<file path="config.mk">
export PLATFORM = sky130hd
export DESIGN_NAME = plr_divider
export DESIGN_NICKNAME = d
export VERILOG_FILES = /design/src/hdl/plr_pkg.sv /design/src/hdl/plr_divider.sv
export SDC_FILE = /design/constraint.sdc
export NUM_CORES = 1
export LEC_CHECK = 0
export ABC_AREA = 1
export BUFFER_PORTS_ARGS = -buffer_cell sky130_fd_sc_hd__buf_2
export CELL_PAD_IN_SITES_DETAIL_PLACEMENT = 0
export CELL_PAD_IN_SITES_GLOBAL_PLACEMENT = 2
export CORE_ASPECT_RATIO = 0.8
export CORE_MARGIN = 2
export CORE_UTILIZATION = 31
export DETAILED_ROUTE_END_ITERATION = 10
export GPL_TIMING_DRIVEN = 0
export PLACE_DENSITY_LB_ADDON = 0.1
export SYNTH_ARGS = -nofsm -noshare
export SYNTH_HDL_FRONTEND = slang
export SYNTH_SLANG_ARGS = --single-unit
</file>
<file path="constraint.sdc">
create_clock -name clk -period 3.4 [get_ports clk]
set_input_delay 0.34 -clock clk [delete_from_list [all_inputs] [get_ports clk]]
set_output_delay 0.34 -clock clk [all_outputs]
set_load 0.005 [all_outputs]
</file>
<file path="src/hdl/plr_pkg.sv">
package plr_pkg;

  localparam int MAX_BREAKPOINTS = 256;
  localparam int ADDR_W = $clog2(MAX_BREAKPOINTS);
  localparam int CNT_W  = $clog2(MAX_BREAKPOINTS + 1);

  localparam int X_W  = 24;
  localparam int Y_W  = 32;
  localparam int GP_W = 16;
  localparam int XQ_W = GP_W + X_W;

  // shared divider: dividend holds the query value or |dy|*dx, divisor holds a span of x
  localparam int DIV_NW = Y_W + X_W;
  localparam int DIV_DW = X_W;

  localparam int CFG_AW = 4;

  localparam logic [1:0] REG_RATE_MODE     = 2'd0;
  localparam logic [1:0] REG_CONST_RATE    = 2'd1;
  localparam logic [1:0] REG_GRID_INTERVAL = 2'd2;
  localparam logic [1:0] REG_GRID_POINTS   = 2'd3;

  localparam logic [X_W-1:0]  GRID_INTERVAL_RST = X_W'(131);
  localparam logic [GP_W-1:0] GRID_POINTS_RST   = GP_W'(10001);

  localparam logic REQ_LOAD  = 1'b0;
  localparam logic REQ_QUERY = 1'b1;

  localparam logic MODE_TABLE = 1'b0;
  localparam logic MODE_CONST = 1'b1;

  localparam logic [1:0] ST_QUERY_OK  = 2'd0;
  localparam logic [1:0] ST_NO_BREAKS = 2'd1;
  localparam logic [1:0] ST_LOAD_FULL = 2'd2;
  localparam logic [1:0] ST_LOAD_OK   = 2'd3;

  typedef struct packed {
    logic              done;
    logic [DIV_NW-1:0] quo;
  } div_res_t;

endpackage

</file>
<file path="src/hdl/plr_divider.sv">
module plr_divider import plr_pkg::*; (
  input  logic              clk,
  input  logic              rst_n,
  input  logic              start,
  input  logic [DIV_NW-1:0] dividend,
  input  logic [DIV_DW-1:0] divisor,
  output div_res_t          res
);

  localparam int SW = $clog2(DIV_NW);
  localparam logic [SW-1:0] STEP_LAST = SW'(DIV_NW - 1);

  logic              busy_r;
  logic              done_r;
  logic [SW-1:0]     step_r;
  logic [DIV_NW-1:0] quo_r;
  logic [DIV_DW-1:0] rem_r;
  logic [DIV_DW-1:0] dvs_r;

  logic [DIV_DW:0] rem_sh;
  logic [DIV_DW:0] rem_sub;
  logic            fits;

  // restoring division, one quotient bit a cycle
  assign rem_sh  = {rem_r, quo_r[DIV_NW-1]};
  assign fits    = rem_sh >= {1'b0, dvs_r};
  assign rem_sub = rem_sh - {1'b0, dvs_r};

  always_ff @(posedge clk) begin
    if (!rst_n) begin
      busy_r <= 1'b0;
      done_r <= 1'b0;
      step_r <= '0;
    end else begin
      done_r <= 1'b0;
      if (start) begin
        busy_r <= 1'b1;
        step_r <= '0;
      end else if (busy_r) begin
        step_r <= step_r + SW'(1);
        if (step_r == STEP_LAST) begin
          busy_r <= 1'b0;
          done_r <= 1'b1;
        end
      end
    end
  end

  always_ff @(posedge clk) begin
    if (start) begin
      quo_r <= dividend;
      rem_r <= '0;
      dvs_r <= divisor;
    end else if (busy_r) begin
      quo_r <= {quo_r[DIV_NW-2:0], fits};
      rem_r <= fits ? rem_sub[DIV_DW-1:0] : rem_sh[DIV_DW-1:0];
    end
  end

  assign res.done = done_r;
  assign res.quo  = quo_r;

endmodule

</file>
==> results of run 1 <==
## layout by cell type, fill, tap and decap left out, drive strengths merged
cell type and count:
ha 25, o211ai 1, o21ai 14, clkinv 4
buf 151, or2 2, a31oi 1, clkinvlp 1
xor2 1, o21bai 3, fa 1, nor3 9
xnor2 9, clkbuf 24, edfxtp 80, nand2 369
inv 142, a21o 1, nand3 58, diode 3
nand4 29, nor3b 1, nand3b 1, a21oi 17
nor2 41, dfxtp 32
## power groups by stage
stage          clock network, mW  registers, mW  logic, mW
3_3_place_gp                   0           1.66      0.423
6_report                    1.08           1.63      0.418
4_1_cts                     1.12           1.63      0.428
2_1_floorplan                  0           1.66      0.213
3_5_place_dp                   0           1.65      0.428
5_1_grt                     1.17           1.64      0.482
## Yosys cell counts (all sizes together) (3+ instances only)
library cell,instances
o21ai,14
a21oi,17
edfxtp,80
nor2,41
xnor2,9
nor3,9
o21bai,3
inv,139
dfxtp,32
nand4,29
clkbuf,15
nand2,369
buf,11
nand3,58
ha,25
## metrics by stage
step	total power, mW	area, um2	std cells	hold WS (ps)
3_3_place_gp	2.084	7526	1269	458.6
4_1_cts	3.177	7844	1286	128.7
6_report	3.128	7851	1289	148.8
3_5_place_dp	2.083	7557	1270	463.7
5_1_grt	3.290	7846	1287	133.4
2_1_floorplan	1.870	6494	861	438.9
## sequential cells by signal (all words and copies together) (netlist names)
name / flops
step_r: 6
busy_r: 1
rem_r: 24
done_r: 1
quo_r: 56
dvs_r: 24
## layout make-up
cell class,count,area share (%)
flip-flops and latches,112,38.76
multi-input cells,583,35.68
repair buffers,140,9.211
inverters,140,6.693
well taps,269,4.287
clock buffers,9,2.869
plain buffers,26,1.625
clock inverters,7,0.7809
diodes,3,0.09562
## critical path: stages, from the launching register on
cell	delay [ps]
edfxtp_1	400
inv_1	80
ha_1	270
nand2_1	170
inv_1	50
nand2_1	60
nand2_1	70
inv_1	60
nand3_1	220
nand2_2	250
buf_2	290
nand4_1	130
nand3_1	110
o21ai_1	70
## worst min path at each step
stage                     end  slack (ps)  depth (start not counted)
finish               dvs_r[1]         150                          1
global placement    step_r[5]         460                          2
floorplan            dvs_r[0]         440                          0
CTS                 dvs_r[12]         130                          1
detailed placement  rem_r[13]         460                          2
global route         dvs_r[3]         130                          1
## cell families (layout without fill, tap and decap cells)
| logic type | Yosys count | in the layout | synth area share (%) |
|---|---|---|---|
| flops | 112 | 112 | 46.86 |
| simple gates | 510 | 510 | 33.43 |
| buf+inv | 166 | 322 | 10.00 |
| compound gates | 37 | 37 | 3.237 |
| fa+ha+maj | 26 | 26 | 5.125 |
| xor+xnor | 10 | 10 | 1.349 |
| other cells | 0 | 3 | 0 |
## routing by layer
| metal | up-vias | track usage [%] | routed length (um) |
|---|---|---|---|
| met5 | - | 0 | 34 |
| met1 | 2531 | 24.81 | 9582 |
| li1 | 3017 | - | - |
| met3 | 16 | 7.160 | 1512 |
| met4 | 6 | 3.237 | 184 |
| met2 | 121 | 26.28 | 7875 |
==> impl_metrics.toml, run 1 <==
[status]
status = "finished clean"

[worst_setup_path]
end_kind = "flip-flop"
start_kind = "flip-flop"
path_max_fanout = 10
reg2reg_setup_slack_ps = 1050
cp.arrival_ps = 2600
r2r_end = "rem_r[8]"
timing.rr.start = "dvs_r[8]"
crit_type = "flip-flop to flip-flop"
cp-startpoint = "dvs_r[8]"
reg2reg_depth = 13
cp_data_required_time_ps = 3650
cp-endpoint = "rem_r[8]"

[detailed_routing]
ant_nets = 0
wirelength_mm = 19.19
vias = 5691
drc = 0
firstDrtPassIters = 5
viasPerCell = 4.415
drt_iter0_markers = 275
wl_per_cell_um = 14.89

[die]
core_mm2 = 0.02064
ios = 140
initial_core_util_pct = 31.46
die_x_um = 165.8
die_y_um = 133.5
std_cell_rows = 47
die_area_mm2 = 0.02213

[sta]
period_share_pct = 69.21
hold_violations = 0
worst_pin_slew_ps = 708.0
skew_ps = 13.52
fin_setup_tns_ps = 0
slew_headroom_pct = 52.80
drv_slew = 0
period_needed_ps = 2353
fmaxAchievable_mhz = 425.0
setup_violations = 0
rsz0062_at_grt = "false"
layout_setup_ws_ps = 1047

[cells_and_area]
multi_input_area_mm2 = 0.002801
nNetsFinal = 1121
layout.area.seq_mm2 = 0.003043
area_delta_synth_final_pct = 20.91
utilization_pct = 38.04
n_fill_cell = 2249
layout-drive-gt1-share_pct = 18.98

[clock_network]
cts_root_buf = "clkbuf_16"
cts_hold_buf = 0
cts_made_buffers = 9
clk_pin_slew_ps = 80
cts_tree = "yes"
cts_setup_buffers = 0
clk_latency_ps = 360
htreeDepth = 3
cts_resized = 0
cts_sinks = 112
cts_buffer_depth = 2

[grt]
grt_pass1_vias = 5728
gr-usage-all-layers_pct = 17.81
grt_first_pass_wirelength_mm = 31.09
antenna_found_initial = 7
grt_overflow = 0
grt_max_degree = 62

[yosys]
synth_warnings = 0
synth_area_leaders = "edfxtp_1 (37%), nand2_1 (21%), dfxtp_1 (9.9%)"
synth_cells = 861
syn-num-nets = 970
synthArstFlopShare_pct = 0
synth.distinct_cells = 36
synthDominantCellAreaShare_pct = 36.99
syn_area_mm2 = 0.006494
synth_edf_count = 80
synth_seq_area_share_pct = 46.86
ys.flop_type = "edfxtp_1"
postSynthAreaPerCell_um2 = 7.542
synth_area_leader_cell = "edfxtp_1"
synth_seq_cells = 112

[pwr]
p_seq_share_pct = 52.0
ir_drop_uv = 286.7
p_sw_share_pct = 27.88
internal-power_mw = 2.256
p_comb_share_pct = 13.4
leakage_nw = 4.005
switchingPower_mw = 0.8720
p_per_area_mw_per_mm2 = 398.4
clockPowerShare_pct = 34.7

[flow_run]
maxCapViolCount = 0

[placed_design]
gp_congestion = 0.7745
portBuffers = 139
place_ws_ps = 846.6
dp_hpwl_mm = 14.83

[worst_hold_path]
min_from = "divisor[1]"
min_path_type = "input pin to flip-flop"
(Power assumes the default switching activity.)
==> run 2, diff against run 1 <==
--- a/config.mk
+++ b/config.mk
@@ -5,13 +5,13 @@
 export SDC_FILE = /design/constraint.sdc
 export NUM_CORES = 1
 export LEC_CHECK = 0
-export ABC_AREA = 1
+export ABC_AREA = 0
 export BUFFER_PORTS_ARGS = -buffer_cell sky130_fd_sc_hd__buf_2
 export CELL_PAD_IN_SITES_DETAIL_PLACEMENT = 0
 export CELL_PAD_IN_SITES_GLOBAL_PLACEMENT = 2
 export CORE_ASPECT_RATIO = 0.8
 export CORE_MARGIN = 2
-export CORE_UTILIZATION = 31
+export CORE_UTILIZATION = 35
 export DETAILED_ROUTE_END_ITERATION = 10
 export GPL_TIMING_DRIVEN = 0
 export PLACE_DENSITY_LB_ADDON = 0.1
==> constraint.sdc (replaced) <==
create_clock -name clk -period 2.23 [get_ports clk]
set_input_delay 0.223 -clock clk [delete_from_list [all_inputs] [get_ports clk]]
set_output_delay 0.223 -clock clk [all_outputs]
set_load 0.005 [all_outputs]
==> impl_metrics.toml, run 2 <==
[status]
status = "finished, violations left"
violations = "negative setup slack"

[pwr]
power.total_mw = 5.524
p_per_area_mw_per_mm2 = 701.7
ir_drop_uv = 363.9
leakage_nw = 3.265

[clock_network]
cts_hold_buf = 0
cts_buffer_depth = 2
cts_sinks = 112
cts_root_buf = "clkbuf_16"
clk_latency_ps = 360
cts_made_buffers = 9
htreeDepth = 3
cts_tree = "yes"
clk_pin_slew_ps = 80

[yosys]
ys.flop_type = "edfxtp_1"
postSynthAreaPerCell_um2 = 11.67
syn_area_mm2 = 0.005791
syn-num-nets = 605
synth_commonest_cells = "edfxtp_1 (80), mux2_2 (56), nor2_1 (43)"
yosysMostFrequentCell = "edfxtp_1"
synth_edf_count = 80
synth.distinct_cells = 54
synth_seq_cells = 112
synth_area_leader_cell = "edfxtp_1"
synth_cells = 496
synth_seq_area_share_pct = 52.55
synthArstFlopShare_pct = 0
synth_area_leaders = "edfxtp_1 (41%), dfxtp_1 (11%), mux2_2 (11%)"
synth_warnings = 0
synthDominantCellAreaShare_pct = 41.49

[sta]
period_needed_ps = 2840
drv_slew = 0
layout_setup_ws_ps = -610.1
rsz0062_at_grt = "true"
slew_headroom_pct = 48.55
worst_pin_slew_ps = 771.7
hold_violations = 0
setup_violations = 25
period_share_pct = 127.4
skew_ps = 9.487
fmaxAchievable_mhz = 352.1
fin_setup_tns_ps = -13180

[grt]
grt_max_degree = 29
grt_first_pass_wirelength_mm = 24.83
antenna_found_initial = 2
grt_overflow = 0
grt_pass1_vias = 4556
gr-usage-all-layers_pct = 18.19

[detailed_routing]
viasPerCell = 4.988
ant_nets = 0
wl_per_cell_um = 17.60
drc = 0
vias = 4539
wirelength_mm = 16.02
drt_iter0_markers = 211
firstDrtPassIters = 4

[cells_and_area]
layout-drive-gt1-share_pct = 46.95
fin_area_mm2 = 0.007871
finalNonFillerCells = 910
multi_input_area_mm2 = 0.002970
layout_common_cells = "buf_2 (138), edfxtp_1 (80), mux2_2 (55)"
regMostFlops = "quo_r"
layout_commonest_cell = "buf_2"
nNetsFinal = 792
area_delta_synth_final_pct = 35.93
n_fill_cell = 1536
reg_top3 = "quo_r: 56 flops, dvs_r: 24 flops, rem_r: 24 flops"
layout.area.seq_mm2 = 0.003043
largest_reg_flops = 56

[worst_setup_path]
cp_data_required_time_ps = 2440
critPathTopFamily = "compound AO/OA/AOI/OAI gates"
end_kind = "flip-flop"
crit_type = "flip-flop to flip-flop"
slowest_stage = "edfxtp_1"
crit_top_cell = "buf_6"
max_stage_delay_ps = 390
cp.arrival_ps = 3050
path_max_fanout = 9
crit_buf_inv = 5
path_cells = "inv_2 -> ha_4 -> buf_6 -> a2111o_1 -> o21ai_2 -> o21ba_4 -> a21oi_4 -> o41ai_4 -> buf_6 -> buf_12 -> buf_4 -> mux2i_1 -> a211oi_1"
start_kind = "flip-flop"

[worst_hold_path]
min_path_type = "input pin to flip-flop"

[placed_design]
dp_hpwl_mm = 10.74
portBuffers = 139
gp_congestion = 0.8367
place_ws_ps = -1158
place_area_mm2 = 0.006818
dp_cells = 855

[die]
ios = 140
initial_core_util_pct = 35.43
std_cell_rows = 42
die_y_um = 119.0
die_area_mm2 = 0.01760
die_x_um = 147.8
core_mm2 = 0.01634

[flow_run]
maxCapViolCount = 0
## run 2: cell types whose count changed after synthesis, sizes merged, moves of 6 or more
cell,previous run,this run
a21oi,17,36
o21ai,14,20
a211oi,0,19
nand3,58,4
nand4,29,6
mux2i,0,12
nand2,369,21
a21o,1,7
inv,139,32
xor2,1,8
nor2b,0,7
mux2,0,57
## run 2: worst paths after layout
| check | start | to | slack (ps) | cells after the start |
|---|---|---|---|---|
| setup reg to reg | dvs_r[6] | rem_r[15] | -610 | 13 |
| setup / recovery | dvs_r[6] | rem_r[15] | -610 | 13 |
| hold / removal | divisor[2] | dvs_r[2] | 30 | 1 |
| hold reg to reg | step_r[5] | step_r[5] | 500 | 2 |
## run 2: per-stage QoR
step / hold WS (ps) / utilization [%]
finish: 28.83 / 48.16
global route: 13.97 / 48.16
CTS: 19.08 / 47.47
detailed placement: 401.1 / 41.72
global placement: 399.9 / 41.72
floorplan: 321.9 / -
## run 2: repair_timing
action | CTS | global route
pin swaps | 19 | 2
buffers inserted | 31 | 3
setup endpoints to repair | 81 | 81
cloned | 2 | 1
resized for setup | 74 | 17
## run 2: cells by family (layout without fill, tap and decap cells)
logic type | after synthesis | after routing | synth area share [%]
flops | 112 | 112 | 52.55
buf+inv | 53 | 244 | 4.041
mux | 69 | 69 | 13.16
fa+ha+maj | 26 | 26 | 5.748
compound gates | 115 | 115 | 13.61
xor+xnor | 17 | 17 | 2.571
simple gates | 104 | 105 | 8.319
other cells | 0 | 2 | 0
## run 2: cell type report
class | instances | share of cell area [%]
Antenna cell | 2 | 0.06358
Tap cell | 220 | 3.497
Timing Repair Buffer | 175 | 12.92
Multi-Input combinational cell | 332 | 37.74
Clock buffer | 10 | 2.909
Buffer | 21 | 2.019
Sequential cell | 112 | 38.66
Clock inverter | 6 | 0.6676
Inverter | 32 | 1.526
## run 2: routing by layer
layer / track usage (%) / share of wire, % / vias up
li1: - / - / 2224
met1: 25.12 / 47 / 2207
met2: 29.33 / 48 / 92
met3: 3.487 / 4.3 / 16
met4: 4.868 / 1.2 / 0
met5: 0 / 0 / -
## run 2: power by group
group / internal (mW) / leakage (nW) / switching [mW]
sequential: 2.44 / 1.06 / 0.108
combinational: 0.689 / 2.07 / 0.677
clock: 0.779 / 0.132 / 0.828
